## src/rtl/mspc_pkg.sv

```systemverilog
// Shared types and constants for the motor speed PID controller.
package mspc_pkg;

    localparam int PERIOD_W  = 16;
    localparam int MAXP_W    = 17;
    localparam int DIVIDE_W  = 8;
    localparam int SCALE_W   = 20;
    localparam int GAIN_W    = 16;
    localparam int TARGET_W  = 8;
    localparam int SPEED_W   = 16;
    localparam int DUTY_W    = 8;
    localparam int ERR_W     = 18;
    localparam int DERIV_W   = 19;
    localparam int ESUM_W    = 32;
    localparam int PROD_W    = GAIN_W + ESUM_W;
    localparam int ACC_W     = PROD_W + 2;
    localparam int CFG_IDX_W = 3;
    localparam int CFG_DATA_W = 20;
    localparam int STEP_W    = $clog2(SCALE_W);

    localparam logic [PERIOD_W-1:0]   MIN_PERIOD_RST  = 16'd400;
    localparam logic [MAXP_W-1:0]     MAX_PERIOD_RST  = 17'd120000;
    localparam logic [DIVIDE_W-1:0]   TICK_DIVIDE_RST = 8'd10;
    localparam logic [SCALE_W-1:0]    SPEED_SCALE_RST = 20'd625000;
    localparam logic signed [GAIN_W-1:0] GAIN_RST     = 16'sd1;

    localparam logic [ESUM_W-1:0] ESUM_MAX = 32'h7FFF_FFFF;
    localparam logic [ESUM_W-1:0] ESUM_MIN = 32'h8000_0000;
    localparam logic [SPEED_W-1:0] SPEED_MAX = 16'hFFFF;
    localparam logic [DUTY_W-1:0]  DUTY_MAX  = 8'hFF;

    typedef enum logic [1:0] {
        REQ_EDGE   = 2'd0,
        REQ_TICK   = 2'd1,
        REQ_TARGET = 2'd2
    } t_req;

    typedef enum logic [CFG_IDX_W-1:0] {
        CFG_MIN_PERIOD  = 3'd0,
        CFG_MAX_PERIOD  = 3'd1,
        CFG_TICK_DIVIDE = 3'd2,
        CFG_SPEED_SCALE = 3'd3,
        CFG_GAIN_P      = 3'd4,
        CFG_GAIN_I      = 3'd5,
        CFG_GAIN_D      = 3'd6
    } t_cfg_idx;

    typedef enum logic [1:0] {
        MUL_P = 2'd0,
        MUL_I = 2'd1,
        MUL_D = 2'd2
    } t_mul_sel;

    typedef struct packed {
        logic [PERIOD_W-1:0]        min_period;
        logic [MAXP_W-1:0]          max_period;
        logic [DIVIDE_W-1:0]        tick_divide;
        logic [SCALE_W-1:0]         speed_scale;
        logic signed [GAIN_W-1:0]   gain_p;
        logic signed [GAIN_W-1:0]   gain_i;
        logic signed [GAIN_W-1:0]   gain_d;
    } t_cfg;

    typedef struct packed {
        logic     per_load;
        logic     win_upd;
        logic     sp_load;
        logic     tick_adv;
        logic     tick_clr;
        logic     div_start;
        logic     div_step;
        logic     spd_cap;
        logic     err_cap;
        logic     esum_cap;
        logic     mul_en;
        t_mul_sel mul_sel;
        logic     acc_load;
        logic     acc_add;
        logic     out_load;
    } t_cmd;

    typedef struct packed {
        logic period_ok;
        logic tick_hit;
        logic out_free;
    } t_sts;

endpackage

```

## src/rtl/mspc_ctrl.sv

```systemverilog
// Sequencer for the speed controller: decodes items and steps the update.
module mspc_ctrl (
    input  logic                 i_clk,
    input  logic                 i_rst_n,
    input  logic                 i_valid,
    input  logic [1:0]           i_req_type,
    input  mspc_pkg::t_sts       i_sts,
    output logic                 o_ready,
    output mspc_pkg::t_cmd       o_cmd
);

    typedef enum logic [10:0] {
        ST_IDLE = 11'b000_0000_0001,
        ST_WIN  = 11'b000_0000_0010,
        ST_DIV  = 11'b000_0000_0100,
        ST_SPD  = 11'b000_0000_1000,
        ST_ERR  = 11'b000_0001_0000,
        ST_ESUM = 11'b000_0010_0000,
        ST_MULP = 11'b000_0100_0000,
        ST_MULI = 11'b000_1000_0000,
        ST_MULD = 11'b001_0000_0000,
        ST_ACC  = 11'b010_0000_0000,
        ST_OUT  = 11'b100_0000_0000
    } t_state;

    t_state                          r_state, n_state;
    logic [mspc_pkg::STEP_W-1:0]     r_step, n_step;

    always_ff @(posedge i_clk) begin
        if (!i_rst_n) begin
            r_state <= ST_IDLE;
            r_step  <= '0;
        end else begin
            r_state <= n_state;
            r_step  <= n_step;
        end
    end

    assign o_ready = (r_state == ST_IDLE);

    always_comb begin
        n_state = r_state;
        n_step  = r_step;
        o_cmd   = '0;
        o_cmd.mul_sel = mspc_pkg::MUL_P;
        unique case (r_state)
            ST_IDLE: begin
                n_step = '0;
                if (i_valid) begin
                    unique case (i_req_type)
                        mspc_pkg::REQ_EDGE: begin
                            if (i_sts.period_ok) begin
                                o_cmd.per_load = 1'b1;
                                n_state = ST_WIN;
                            end
                        end
                        mspc_pkg::REQ_TICK: begin
                            if (i_sts.tick_hit) begin
                                o_cmd.tick_clr  = 1'b1;
                                o_cmd.div_start = 1'b1;
                                n_state = ST_DIV;
                            end else begin
                                o_cmd.tick_adv = 1'b1;
                            end
                        end
                        mspc_pkg::REQ_TARGET: o_cmd.sp_load = 1'b1;
                        default: ;
                    endcase
                end
            end
            ST_WIN: begin
                o_cmd.win_upd = 1'b1;
                n_state = ST_IDLE;
            end
            ST_DIV: begin
                o_cmd.div_step = 1'b1;
                n_step = r_step + 1'b1;
                if (r_step == mspc_pkg::STEP_W'(mspc_pkg::SCALE_W - 1)) begin
                    n_state = ST_SPD;
                end
            end
            ST_SPD: begin
                o_cmd.spd_cap = 1'b1;
                n_state = ST_ERR;
            end
            ST_ERR: begin
                o_cmd.err_cap = 1'b1;
                n_state = ST_ESUM;
            end
            ST_ESUM: begin
                o_cmd.esum_cap = 1'b1;
                n_state = ST_MULP;
            end
            ST_MULP: begin
                o_cmd.mul_en  = 1'b1;
                o_cmd.mul_sel = mspc_pkg::MUL_P;
                n_state = ST_MULI;
            end
            ST_MULI: begin
                o_cmd.mul_en   = 1'b1;
                o_cmd.mul_sel  = mspc_pkg::MUL_I;
                o_cmd.acc_load = 1'b1;
                n_state = ST_MULD;
            end
            ST_MULD: begin
                o_cmd.mul_en  = 1'b1;
                o_cmd.mul_sel = mspc_pkg::MUL_D;
                o_cmd.acc_add = 1'b1;
                n_state = ST_ACC;
            end
            ST_ACC: begin
                o_cmd.acc_add = 1'b1;
                n_state = ST_OUT;
            end
            ST_OUT: begin
                // hold until the result register is free
                if (i_sts.out_free) begin
                    o_cmd.out_load = 1'b1;
                    n_state = ST_IDLE;
                end
            end
            default: n_state = ST_IDLE;
        endcase
    end

endmodule

```

## src/rtl/mspc_dp.sv

```systemverilog
// Datapath: period window, speed divider, PID arithmetic and result register.
module mspc_dp #(
    parameter int WINDOW_LEN   = 64,
    parameter int WINDOW_SHIFT = 6
) (
    input  logic                                  i_clk,
    input  logic                                  i_rst_n,
    input  mspc_pkg::t_cfg                        i_cfg,
    input  mspc_pkg::t_cmd                        i_cmd,
    output mspc_pkg::t_sts                        o_sts,
    input  logic [mspc_pkg::PERIOD_W-1:0]         i_period_ticks,
    input  logic [mspc_pkg::TARGET_W-1:0]         i_target_rpm,
    input  logic                                  i_ready,
    output logic                                  o_valid,
    output logic [mspc_pkg::DUTY_W-1:0]           o_drive_duty,
    output logic [mspc_pkg::SPEED_W-1:0]          o_speed_rpm,
    output logic                                  o_drive_clamped
);

    localparam int HEAD_W = $clog2(WINDOW_LEN);
    localparam int SUM_W  = mspc_pkg::PERIOD_W + HEAD_W;

    // window store and running sum
    logic [mspc_pkg::PERIOD_W-1:0] r_win [WINDOW_LEN];
    logic [mspc_pkg::PERIOD_W-1:0] r_win_rd;
    logic [mspc_pkg::PERIOD_W-1:0] r_period;
    logic [HEAD_W-1:0]             r_head;
    logic                          r_wrapped;
    logic [SUM_W-1:0]              r_sum;
    logic [mspc_pkg::PERIOD_W-1:0] win_old;

    logic [mspc_pkg::DIVIDE_W-1:0] r_tick;
    logic [mspc_pkg::TARGET_W-1:0] r_sp;

    // divider
    logic [SUM_W-1:0]              mean;
    logic [SUM_W-1:0]              r_den;
    logic [SUM_W-1:0]              r_rem;
    logic [mspc_pkg::SCALE_W-1:0]  r_quo;
    logic                          r_den_zero;
    logic [SUM_W:0]                trial;
    logic                          trial_ge;

    // PID
    logic [mspc_pkg::SPEED_W-1:0]        r_speed;
    logic signed [mspc_pkg::ERR_W-1:0]   r_err;
    logic signed [mspc_pkg::ERR_W-1:0]   r_last_err;
    logic signed [mspc_pkg::DERIV_W-1:0] r_deriv;
    logic signed [mspc_pkg::ESUM_W-1:0]  r_esum;
    logic [mspc_pkg::ESUM_W:0]           esum_next;
    logic signed [mspc_pkg::GAIN_W-1:0]  mul_a;
    logic signed [mspc_pkg::ESUM_W-1:0]  mul_b;
    logic signed [mspc_pkg::PROD_W-1:0]  prod_c;
    logic signed [mspc_pkg::PROD_W-1:0]  r_prod;
    logic signed [mspc_pkg::ACC_W-1:0]   r_acc;
    logic signed [mspc_pkg::ACC_W-1:0]   prod_ext;

    logic                          r_out_valid;
    logic [mspc_pkg::DUTY_W-1:0]   r_duty;
    logic [mspc_pkg::SPEED_W-1:0]  r_out_speed;
    logic                          r_clamped;

    // status
    assign o_sts.period_ok = (i_period_ticks > i_cfg.min_period) &&
                             ({1'b0, i_period_ticks} < i_cfg.max_period);
    assign o_sts.tick_hit  = (r_tick >= i_cfg.tick_divide);
    assign o_sts.out_free  = !r_out_valid || i_ready;

    // entries not yet overwritten since reset read as zero
    assign win_old = r_wrapped ? r_win_rd : '0;

    always_ff @(posedge i_clk) begin
        r_win_rd <= r_win[r_head];
        if (i_cmd.win_upd) begin
            r_win[r_head] <= r_period;
        end
        if (i_cmd.per_load) begin
            r_period <= i_period_ticks;
        end
    end

    always_ff @(posedge i_clk) begin
        if (!i_rst_n) begin
            r_head    <= '0;
            r_wrapped <= 1'b0;
            r_sum     <= '0;
            r_tick    <= '0;
            r_sp      <= '0;
        end else begin
            if (i_cmd.win_upd) begin
                r_sum <= r_sum - SUM_W'(win_old) + SUM_W'(r_period);
                if (r_head == HEAD_W'(WINDOW_LEN - 1)) begin
                    r_head    <= '0;
                    r_wrapped <= 1'b1;
                end else begin
                    r_head <= r_head + 1'b1;
                end
            end
            if (i_cmd.tick_clr) begin
                r_tick <= '0;
            end else if (i_cmd.tick_adv) begin
                r_tick <= r_tick + 1'b1;
            end
            if (i_cmd.sp_load) begin
                r_sp <= i_target_rpm;
            end
        end
    end

    // restoring divide, one quotient bit a cycle
    assign mean     = r_sum >> WINDOW_SHIFT;
    assign trial    = {r_rem, r_quo[mspc_pkg::SCALE_W-1]};
    assign trial_ge = (trial >= {1'b0, r_den});

    always_ff @(posedge i_clk) begin
        if (i_cmd.div_start) begin
            r_den      <= mean;
            r_rem      <= '0;
            r_quo      <= i_cfg.speed_scale;
            r_den_zero <= (mean == '0);
        end else if (i_cmd.div_step) begin
            r_rem <= trial_ge ? SUM_W'(trial - {1'b0, r_den}) : trial[SUM_W-1:0];
            r_quo <= {r_quo[mspc_pkg::SCALE_W-2:0], trial_ge};
        end
    end

    // saturating error sum
    assign esum_next = {r_esum[mspc_pkg::ESUM_W-1], r_esum}
                     + {{(mspc_pkg::ESUM_W - mspc_pkg::ERR_W + 1){r_err[mspc_pkg::ERR_W-1]}},
                        r_err};

    // shared multiplier
    always_comb begin
        case (i_cmd.mul_sel)
            mspc_pkg::MUL_I: begin
                mul_a = i_cfg.gain_i;
                mul_b = r_esum;
            end
            mspc_pkg::MUL_D: begin
                mul_a = i_cfg.gain_d;
                mul_b = mspc_pkg::ESUM_W'(r_deriv);
            end
            default: begin
                mul_a = i_cfg.gain_p;
                mul_b = mspc_pkg::ESUM_W'(r_err);
            end
        endcase
    end

    assign prod_c   = mul_a * mul_b;
    assign prod_ext = {{(mspc_pkg::ACC_W - mspc_pkg::PROD_W){r_prod[mspc_pkg::PROD_W-1]}},
                       r_prod};

    always_ff @(posedge i_clk) begin
        if (i_cmd.spd_cap) begin
            if (r_den_zero) begin
                r_speed <= '0;
            end else if (|r_quo[mspc_pkg::SCALE_W-1:mspc_pkg::SPEED_W]) begin
                r_speed <= mspc_pkg::SPEED_MAX;
            end else begin
                r_speed <= r_quo[mspc_pkg::SPEED_W-1:0];
            end
        end
        if (i_cmd.err_cap) begin
            r_err <= $signed({{(mspc_pkg::ERR_W - mspc_pkg::TARGET_W){1'b0}}, r_sp})
                   - $signed({{(mspc_pkg::ERR_W - mspc_pkg::SPEED_W){1'b0}}, r_speed});
        end
        if (i_cmd.mul_en) begin
            r_prod <= prod_c;
        end
        if (i_cmd.acc_load) begin
            r_acc <= prod_ext;
        end else if (i_cmd.acc_add) begin
            r_acc <= r_acc + prod_ext;
        end
    end

    always_ff @(posedge i_clk) begin
        if (!i_rst_n) begin
            r_esum     <= '0;
            r_last_err <= '0;
            r_deriv    <= '0;
        end else if (i_cmd.esum_cap) begin
            if (esum_next[mspc_pkg::ESUM_W] != esum_next[mspc_pkg::ESUM_W-1]) begin
                r_esum <= esum_next[mspc_pkg::ESUM_W] ? mspc_pkg::ESUM_MIN : mspc_pkg::ESUM_MAX;
            end else begin
                r_esum <= esum_next[mspc_pkg::ESUM_W-1:0];
            end
            r_deriv    <= mspc_pkg::DERIV_W'(r_err) - mspc_pkg::DERIV_W'(r_last_err);
            r_last_err <= r_err;
        end
    end

    // result register with clamp
    always_ff @(posedge i_clk) begin
        if (i_cmd.out_load) begin
            r_out_speed <= r_speed;
            if (r_acc[mspc_pkg::ACC_W-1]) begin
                r_duty    <= '0;
                r_clamped <= 1'b1;
            end else if (|r_acc[mspc_pkg::ACC_W-2:mspc_pkg::DUTY_W]) begin
                r_duty    <= mspc_pkg::DUTY_MAX;
                r_clamped <= 1'b1;
            end else begin
                r_duty    <= r_acc[mspc_pkg::DUTY_W-1:0];
                r_clamped <= 1'b0;
            end
        end
    end

    always_ff @(posedge i_clk) begin
        if (!i_rst_n) begin
            r_out_valid <= 1'b0;
        end else if (i_cmd.out_load) begin
            r_out_valid <= 1'b1;
        end else if (i_ready) begin
            r_out_valid <= 1'b0;
        end
    end

    assign o_valid         = r_out_valid;
    assign o_drive_duty    = r_duty;
    assign o_speed_rpm     = r_out_speed;
    assign o_drive_clamped = r_clamped;

endmodule

```

## src/rtl/motor_speed_pid_controller.sv

```systemverilog
// Top level of the motor speed PID controller: config registers, sequencer, datapath.
// Edge, target and non-update tick beats are accepted while idle; an in-range edge then
//   passes through the window-update state before the next beat is taken.
// Update tick: 20-step restoring divide, then speed, error, error-sum, P/I/D multiply,
//   accumulate, output (waits for a free result register), then ready for the next beat.
// Reset (i_rst_n low, synchronous): config back to defaults, window reads as zero until
//   each entry is overwritten, sum, head, divider count, set-point and PID state cleared.
module motor_speed_pid_controller #(
    parameter int WINDOW_LEN   = 64,
    parameter int WINDOW_SHIFT = 6
) (
    input  logic                                 i_clk,
    input  logic                                 i_rst_n,
    // item channel
    input  logic                                 i_valid,
    output logic                                 o_ready,
    input  logic [1:0]                           i_req_type,
    input  logic [mspc_pkg::PERIOD_W-1:0]        i_period_ticks,
    input  logic [mspc_pkg::TARGET_W-1:0]        i_target_rpm,
    // result channel
    output logic                                 o_valid,
    input  logic                                 i_ready,
    output logic [mspc_pkg::DUTY_W-1:0]          o_drive_duty,
    output logic [mspc_pkg::SPEED_W-1:0]         o_speed_rpm,
    output logic                                 o_drive_clamped,
    // configuration write channel
    input  logic                                 i_cfg_valid,
    output logic                                 o_cfg_ready,
    input  logic [mspc_pkg::CFG_IDX_W-1:0]       i_cfg_index,
    input  logic [mspc_pkg::CFG_DATA_W-1:0]      i_cfg_data
);

    mspc_pkg::t_cfg r_cfg;
    mspc_pkg::t_cmd cmd;
    mspc_pkg::t_sts sts;

    // Configuration writes are always taken; an unknown index is dropped.
    assign o_cfg_ready = 1'b1;

    always_ff @(posedge i_clk) begin
        if (!i_rst_n) begin
            r_cfg.min_period  <= mspc_pkg::MIN_PERIOD_RST;
            r_cfg.max_period  <= mspc_pkg::MAX_PERIOD_RST;
            r_cfg.tick_divide <= mspc_pkg::TICK_DIVIDE_RST;
            r_cfg.speed_scale <= mspc_pkg::SPEED_SCALE_RST;
            r_cfg.gain_p      <= mspc_pkg::GAIN_RST;
            r_cfg.gain_i      <= mspc_pkg::GAIN_RST;
            r_cfg.gain_d      <= mspc_pkg::GAIN_RST;
        end else if (i_cfg_valid) begin
            unique case (i_cfg_index)
                mspc_pkg::CFG_MIN_PERIOD:
                    r_cfg.min_period  <= i_cfg_data[mspc_pkg::PERIOD_W-1:0];
                mspc_pkg::CFG_MAX_PERIOD:
                    r_cfg.max_period  <= i_cfg_data[mspc_pkg::MAXP_W-1:0];
                mspc_pkg::CFG_TICK_DIVIDE:
                    r_cfg.tick_divide <= i_cfg_data[mspc_pkg::DIVIDE_W-1:0];
                mspc_pkg::CFG_SPEED_SCALE:
                    r_cfg.speed_scale <= i_cfg_data[mspc_pkg::SCALE_W-1:0];
                mspc_pkg::CFG_GAIN_P:
                    r_cfg.gain_p      <= i_cfg_data[mspc_pkg::GAIN_W-1:0];
                mspc_pkg::CFG_GAIN_I:
                    r_cfg.gain_i      <= i_cfg_data[mspc_pkg::GAIN_W-1:0];
                mspc_pkg::CFG_GAIN_D:
                    r_cfg.gain_d      <= i_cfg_data[mspc_pkg::GAIN_W-1:0];
                default: ;
            endcase
        end
    end

    // Sequencer: decodes each beat and steps the divide and PID phases.
    mspc_ctrl u_ctrl (
        .i_clk      (i_clk),
        .i_rst_n    (i_rst_n),
        .i_valid    (i_valid),
        .i_req_type (i_req_type),
        .i_sts      (sts),
        .o_ready    (o_ready),
        .o_cmd      (cmd)
    );

    // Datapath: window store, divider, shared multiplier and result register.
    mspc_dp #(
        .WINDOW_LEN   (WINDOW_LEN),
        .WINDOW_SHIFT (WINDOW_SHIFT)
    ) u_dp (
        .i_clk           (i_clk),
        .i_rst_n         (i_rst_n),
        .i_cfg           (r_cfg),
        .i_cmd           (cmd),
        .o_sts           (sts),
        .i_period_ticks  (i_period_ticks),
        .i_target_rpm    (i_target_rpm),
        .i_ready         (i_ready),
        .o_valid         (o_valid),
        .o_drive_duty    (o_drive_duty),
        .o_speed_rpm     (o_speed_rpm),
        .o_drive_clamped (o_drive_clamped)
    );

    // An update tick must take the block busy on the next cycle.
    a_tick_busy: assert property (@(posedge i_clk) disable iff (!i_rst_n)
        (i_valid && o_ready && i_req_type == mspc_pkg::REQ_TICK && sts.tick_hit)
        |=> !o_ready)
        else $error("update tick did not start the update sequence");

    // An edge beat stalls the input for exactly the window update when in range.
    a_edge_window: assert property (@(posedge i_clk) disable iff (!i_rst_n)
        (i_valid && o_ready && i_req_type == mspc_pkg::REQ_EDGE)
        |=> (o_ready != $past(sts.period_ok)))
        else $error("edge beat handling disagrees with the range check");

    // A clamped drive sits at one of the two rails.
    a_clamp_rail: assert property (@(posedge i_clk) disable iff (!i_rst_n)
        (o_valid && o_drive_clamped)
        |-> (o_drive_duty == '0 || o_drive_duty == mspc_pkg::DUTY_MAX))
        else $error("clamped drive not at a rail");

endmodule
```

## config.mk

```make
export PLATFORM = sky130hd
export DESIGN_NAME = motor_speed_pid_controller
export DESIGN_NICKNAME = d
export VERILOG_FILES = /design/src/rtl/mspc_pkg.sv /design/src/rtl/mspc_ctrl.sv /design/src/rtl/mspc_dp.sv /design/src/rtl/motor_speed_pid_controller.sv
export SDC_FILE = /design/constraint.sdc
export NUM_CORES = 2
export LEC_CHECK = 0
export BUFFER_PORTS_ARGS = -buffer_cell sky130_fd_sc_hd__buf_2
export CAP_MARGIN = 20
export CELL_PAD_IN_SITES_DETAIL_PLACEMENT = 1
export CELL_PAD_IN_SITES_GLOBAL_PLACEMENT = 1
export CORE_UTILIZATION = 50
export DETAILED_ROUTE_END_ITERATION = 12
export PLACE_DENSITY = 0.74
export SYNTH_ARGS = -nofsm -noshare
export SYNTH_HDL_FRONTEND = slang
export SYNTH_SLANG_ARGS = --single-unit
```

## constraint.sdc

```tcl
create_clock -name i_clk -period 14.6 [get_ports i_clk]
set_input_delay 0.73 -clock i_clk [delete_from_list [all_inputs] [get_ports i_clk]]
set_output_delay 0.73 -clock i_clk [all_outputs]
set_load 0.005 [all_outputs]
```

; Yosys cells after proc, flatten, opt, wreduce, memory -nomap -nowiden
; Memories as Yosys holds them, arrays and structs flattened. A register that Yosys moved wholly into a read port is not among the register bits.
; Cells that the tools add are included.
[op_classes]
add_sub_neg = 10
n_mul = 1
magnitude_cmp = 4
n_eq_ne = 30
mux = 46
bitwise_logic = 1
reduce_logical = 23
[ops]
columns = op, n
row1 = $pmux W11 S10, 1
row2 = $mux W50, 2
row3 = $mux W32, 2
row4 = $pmux W32 S2, 1
row5 = $mux W11, 5
row6 = $add A50 B48 Y50, 1
row7 = $mul A16 B32 Y48, 1
row8 = $sub A22 B16 Y22, 2
row9 = $reduce_or A41 Y1, 1
row10 = $mux W20, 2
row11 = $add A32 B17 Y33, 1
row12 = $mux W16, 2
row13 = $pmux W16 S2, 1
row14 = $ge A23 B16 Y1, 1
row15 = $add A22 B16 Y22, 1
row16 = $logic_not A22 Y1, 1
row17 = $mux W22, 1
row18 = $pmux W11 S2, 1
row19 = $mux W1, 20
row20 = $sub A17 B17 Y18, 1
row21 = $lt A16 B17 Y1, 1
row22 = $sub A8 B16 Y17, 1
row23 = $gt A16 B16 Y1, 1
row24 = $reduce_and A2 Y1, 8
row25 = other kinds (44), 56
[totals]
regBits = 470
mem_bits_rw = 1024
input_bits = 54
output_inout_bits = 28
memories = 1
[memory_table]
columns = memory, depth, word_bits, rd, rd_clocked_by_memory_dff, wr, line_no
row1 = u_dp.r_win, 64, 16, 1, 1, 1, mspc_dp.sv:24  ; logic [mspc_pkg::PERIOD_W-1:0] r_win [WINDOW_LEN];

; Longest topological paths before layout
[depth]
ltp_word = 6
mapped_depth = 39
mapped_depth_nobuf = 34

; Modules after synthesis
; From an unflattened synthesis, not the netlist that was laid out.
[unflattened]
cells_unflattened = 6961
hier_area_um2 = 82231.4
[modules_own_cells]
columns = module, n_inst, cells_per_inst, area_each_um2
row1 = mspc_dp, 1, 6437, 77057.7
row2 = motor_speed_pid_controller, 1, 399, 4142.7
row3 = mspc_ctrl, 1, 125, 1031.0

; Worst setup path before layout
; No wires, ideal clock.
[synth_timing]
kind = reg-to-reg
startpoint = register u_ctrl.r_state[10]
endpoint = register u_dp.r_prod[41] (netlist bit), data pin
setup_ns = 0.260
arrival_ns = 8.716
required_time_ns = 14.340
path_slack_ns = 5.624
stages_incl_launch_ff = 36
synth_period_minus_slack_ns = 8.976
cell_sequence = dfxtp_1 -> clkbuf_1 -> nor2_1 -> nand2_1 -> nor2_1 -> nand3b_1 -> clkbuf_1 -> clkbuf_1 -> ha_1 -> clkbuf_1 -> clkbuf_1 -> buf_1 -> a22oi_1 -> a21oi_1 -> nand2_1 -> fa_1 -> fa_1 -> fa_1 -> inv_1 -> fa_1 -> fa_1 -> inv_1 -> fa_1 -> inv_1 -> ha_1 -> a211o_1 -> or3_1 -> a21oi_1 -> o21ai_1 -> o221a_2 -> o221a_2 -> o21ai_2 -> nor3b_1 -> a211o_1 -> a21oi_1 -> xnor2_1
[synth_between]
elab_chain_cells = 5
word_cells_on_any_way = 9
classes_between = mul (1) / eq/ne (5) / mux (3)
[synth_lines]
columns = item, line_no
row1 = "start, declared", mspc_ctrl.sv:26  ; t_state r_state, n_state;
row2 = "start signal, assigned", mspc_ctrl.sv:34  ; r_state <= n_state;
row3 = $eq A11 B9 Y1 (tied with other cells), mspc_ctrl.sv:46  ; unique case (r_state)
row4 = $pmux W3 S3 (*), mspc_ctrl.sv:46
row5 = $eq A2 B2 Y1 or $eq A2 B1 Y1 (tied branches), mspc_dp.sv:134  ; case (i_cmd.mul_sel)
row6 = $pmux W16 S2 or $pmux W32 S2 (tied branches), mspc_dp.sv:134
row7 = $mul A16 B32 Y48 (*), mspc_dp.sv:150  ; assign prod_c = mul_a * mul_b;
row8 = "named net u_dp.prod_c, one bit", mspc_dp.sv:53  ; logic signed [mspc_pkg::PROD_W-1:0] prod_c;
row9 = "end signal, assigned", mspc_dp.sv:169  ; r_prod <= prod_c;
row10 = "end, declared", mspc_dp.sv:54  ; logic signed [mspc_pkg::PROD_W-1:0] r_prod;
; The timed path passes the listed nets; every way through them passes the cells marked *.
; A chain may end at the register's enable or synchronous reset.

; Worst setup path after layout
[layout_timing]
startpoint = register u_ctrl.r_state[1]
endpoint = register u_dp.r_prod[47] (netlist bit), data pin
; The elaborated chain is that of the path after synthesis.

==> results_dict.tcl <==
set metrics [dict create \
    ys_types 91 \
    netlist_instances 7042 \
    synth_top_family_by_area "adder cells" \
    hold_violations 0 \
    design_area_um2 89800 \
    synth_fa_ha_area_share_pct 17.3 \
    max_stage_delay_ps 1000 \
    tns_ps 0 \
    drcViolationCount 0 \
    avgSynthCellArea_um2 11.5 \
    coreArea_um2 161000 \
    io_buffers 80 \
    max_slew_margin_pct 17.7 \
    ant_nets 0 \
    p_leak_nw 34.1 \
    wire_per_inst_um 26.9 \
    synth_edf_count 1233 \
    cts_buffer_depth 3 \
    ctsRootBufferMaster "clkbuf_16" \
    cts_tree "built" \
    hp-start "i_cfg_data[19]" \
    cp_top_family "adder cells" \
    setup_viol 0 \
    die_area_um2 164000 \
    max_freq_mhz 97.0 \
    worstPathRequired_ps 15120 \
    cp_common_cell "fa_1" \
    gp_congestion 0.914 \
    grt_pass1_wl_um 381000 \
    post_cts.resized_instances 0 \
    synth-compound-area-share_pct 13.3 \
    crit_fanout 95 \
    seq_area_frac_synth_pct 52.4 \
    htreeDepth 4 \
    outcome "finished, final reports clean" \
    gr-total-overflow 0 \
    ff2ff_path_depth 30 \
    dpl_cell_area_um2 84500 \
    post-route-util_pct 55.8 \
    vias_per_cell 6.09 \
    slew_viol_final 0 \
    holdBufCountCts 0 \
    path_class "reg -> reg" \
    die_w_um 405 \
    synth-xor-area-share_pct 1.96 \
    async_reset_ff_share_pct 0 \
    rows 147 \
    area_growth_pct 10.6 \
    regToRegSetupSlack_ps 4290 \
    pin_count 82 \
    rsz0062_at_grt "no" \
    powerDensity_nw_per_um2 105 \
    fin_ws_ps 4290 \
    cts_setup_buffers 0 \
    whs_path_depth 3 \
    initial_core_util_pct 50.5 \
    cap_violations 0 \
    finalCriticalPeriod_ps 10310 \
    synthMuxAreaShare_pct 0.234 \
    end_kind "flop" \
    synth_ff_type "edfxtp_1" \
    crit_arrival_ps 10830 \
    fillers 16600 \
    first_pass_iters 6 \
    synthSimpleGateAreaFrac_pct 9.73 \
    drt-total-wl_um 254000 \
    clkTransAtPathRegs_ps 60 \
    layout-drive-gt1-share_pct 7.64 \
    yosysWarnings 0 \
    critPathSlowestCell "ha_4" \
    synth_nets 7909 \
    nets 7995 \
    hp-class "in -> reg" \
    clock_sinks 1509 \
    die_h_um 405 \
    timing.final.crit_share_pct 70.6 \
    drt_iter0_drc 4881 \
    num_vias 57400 \
    track_usage_pct 31.2 \
    insertion_delay_ps 820 \
    r2r_end "u_dp.r_prod[47]$_DFFE_PP_" \
    r2r-start "u_ctrl.r_state[1]$_SDFFE_PN0P_" \
    min_to "r_cfg[67]$_SDFFE_PN1P_" \
    numCtsBuffers 158 \
    grt_start_max_net_pins 100 \
    grt_pass1_vias 61900 \
    finClkSkew_ps 59.4 \
    crit_buf_inv 5 \
    tightest_slew_ps 1230 \
    start_kind "flop" \
    place_ws_ps 4440 \
    antenna_found_initial 9 \
    syn_area_um2 81100 \
    synth-seq-cells 1509 \
    ir_worst_vdd_v 0.000160 \
    place_hpwl_um 170000 \
]
## worst min-delay path, stage by stage
cell,delay [ps]
buf_2,80
nand2_1,40
nand3_1,60
## through the flow
stage / power [mW] / hold slack, ps / cells
4_1_cts: 9.49 / 93.8 / 9409
3_3_place_gp: 5.41 / 439 / 9117
5_1_grt: 9.72 / 129 / 9418
3_5_place_dp: 5.44 / 442 / 9121
2_1_floorplan: 5.23 / 408 / 7042
6_report: 9.44 / 142 / 9422
## worst max path at each step
| stage | slack, ps | startpoint | depth (start not counted) | end |
|---|---|---|---|---|
| 4_1_cts | 4350 | u_ctrl.r_state[1]$_SDFFE_PN0P_ | 29 | u_dp.r_prod[47]$_DFFE_PP_ |
| 3_3_place_gp | 4660 | u_ctrl.r_state[1]$_SDFFE_PN0P_ | 29 | u_dp.r_prod[41]$_DFFE_PP_ |
| 5_1_grt | 3690 | u_ctrl.r_state[2]$_SDFFE_PN0P_ | 30 | u_dp.r_prod[47]$_DFFE_PP_ |
| 2_1_floorplan | 5620 | u_ctrl.r_state[10]$_SDFFE_PN0P_ | 35 | u_dp.r_prod[41]$_DFFE_PP_ |
| 6_report | 4290 | u_ctrl.r_state[1]$_SDFFE_PN0P_ | 30 | u_dp.r_prod[47]$_DFFE_PP_ |
| 3_5_place_dp | 4440 | u_ctrl.r_state[2]$_SDFFE_PN0P_ | 29 | u_dp.r_prod[47]$_DFFE_PP_ |
## placed cells by master (no fill, tap or decap), drive strengths merged, types with 91 or more instances in the layout
cell	instances
buf	250
clkbuf	200
nor2	553
xnor2	115
a21oi	466
a21o	123
fa	507
a22oi	371
a22o	92
dfxtp	276
inv	763
ha	306
nand4	91
nand2	805
o21ai	199
edfxtp	1233
nand3	96
a221oi	92
## metal layers
metal	global-route usage, %	share of wire [%]	up-vias
met2	53.5	49	2196
li1	-	-	25000
met3	5.27	6.7	673
met4	17.4	6.1	8
met1	37.3	38	29500
met5	0	0.022	-
## synth_stat cells (7+ instances only)
| library cell | number | share of area [%] |
|---|---|---|
| edfxtp_1 | 1233 | 46 |
| nand2_1 | 804 | 3.7 |
| inv_1 | 758 | 3.5 |
| nor2_1 | 553 | 2.6 |
| fa_1 | 507 | 13 |
| a21oi_1 | 466 | 2.9 |
| a22oi_1 | 371 | 3.4 |
| ha_1 | 306 | 4.7 |
| dfxtp_1 | 276 | 6.8 |
| clkbuf_1 | 272 | 1.3 |
| o21ai_0 | 190 | 1.2 |
| a21o_1 | 123 | 1.1 |
| xnor2_1 | 115 | 1.2 |
| nand3_1 | 95 | 0.59 |
| a22o_1 | 92 | 0.99 |
| nand4_1 | 91 | 0.70 |
| a221oi_1 | 90 | 0.97 |
| a31oi_1 | 87 | 0.67 |
| xor2_1 | 67 | 0.72 |
| buf_1 | 44 | 0.20 |
| nor3_1 | 44 | 0.27 |
| nor2b_1 | 39 | 0.30 |
| and2_1 | 35 | 0.27 |
| nand2b_1 | 35 | 0.27 |
| o211ai_1 | 26 | 0.24 |
| o21a_1 | 26 | 0.24 |
| a211oi_1 | 24 | 0.22 |
| nor4_1 | 20 | 0.15 |
| and3_1 | 19 | 0.15 |
| mux2i_1 | 19 | 0.23 |
| or3_1 | 18 | 0.14 |
| o21bai_1 | 16 | 0.15 |
| a21boi_0 | 13 | 0.12 |
| nor3b_1 | 12 | 0.11 |
| o21ai_1 | 8 | 0.049 |
| or2_2 | 8 | 0.062 |
| or4_1 | 8 | 0.074 |
| a31o_2 | 7 | 0.076 |
| nand3b_1 | 7 | 0.065 |
## cells by family (layout without fill, tap and decap cells)
| kind of cell | after synthesis | after routing |
|---|---|---|
| buffers and inverters | 1085 | 1299 |
| XOR/XNOR | 182 | 182 |
| adder cells (fa/ha/maj) | 816 | 816 |
| AO/OA/AOI/OAI | 1615 | 1615 |
| multiplexers | 19 | 19 |
| other | 1 | 7 |
| flip-flops | 1509 | 1509 |
| AND/OR/NAND/NOR | 1815 | 1815 |
## cell type report
cell class	instances	area (um^2)	area share, %
Clock buffer	199	4220	4.70
Tap cell	2160	2700	3.01
Antenna cell	6	15.0	0.0167
Clock inverter	89	1020	1.13
Sequential cell	1509	42600	47.4
Inverter	760	2860	3.18
Multi-Input combinational cell	4448	34700	38.6
Timing Repair Buffer	251	1740	1.93
## flip-flops by register name (all words and copies together) (netlist names), 18 cells and up
signal        cells
u_dp.r_quo       20
u_dp.r_win     1024
u_dp.r_acc       50
u_dp.r_prod      48
u_dp.r_deriv     18
u_dp.r_esum      32
u_dp.r_rem       22
u_dp.r_sum       22
r_cfg           109
## power breakdown
group / switching, mW / internal, mW
registers: 0.00822 / 4.65
logic: 0.426 / 0.263
clock network: 1.78 / 2.32
total: 2.21 / 7.23
(Power assumes the default switching activity.)
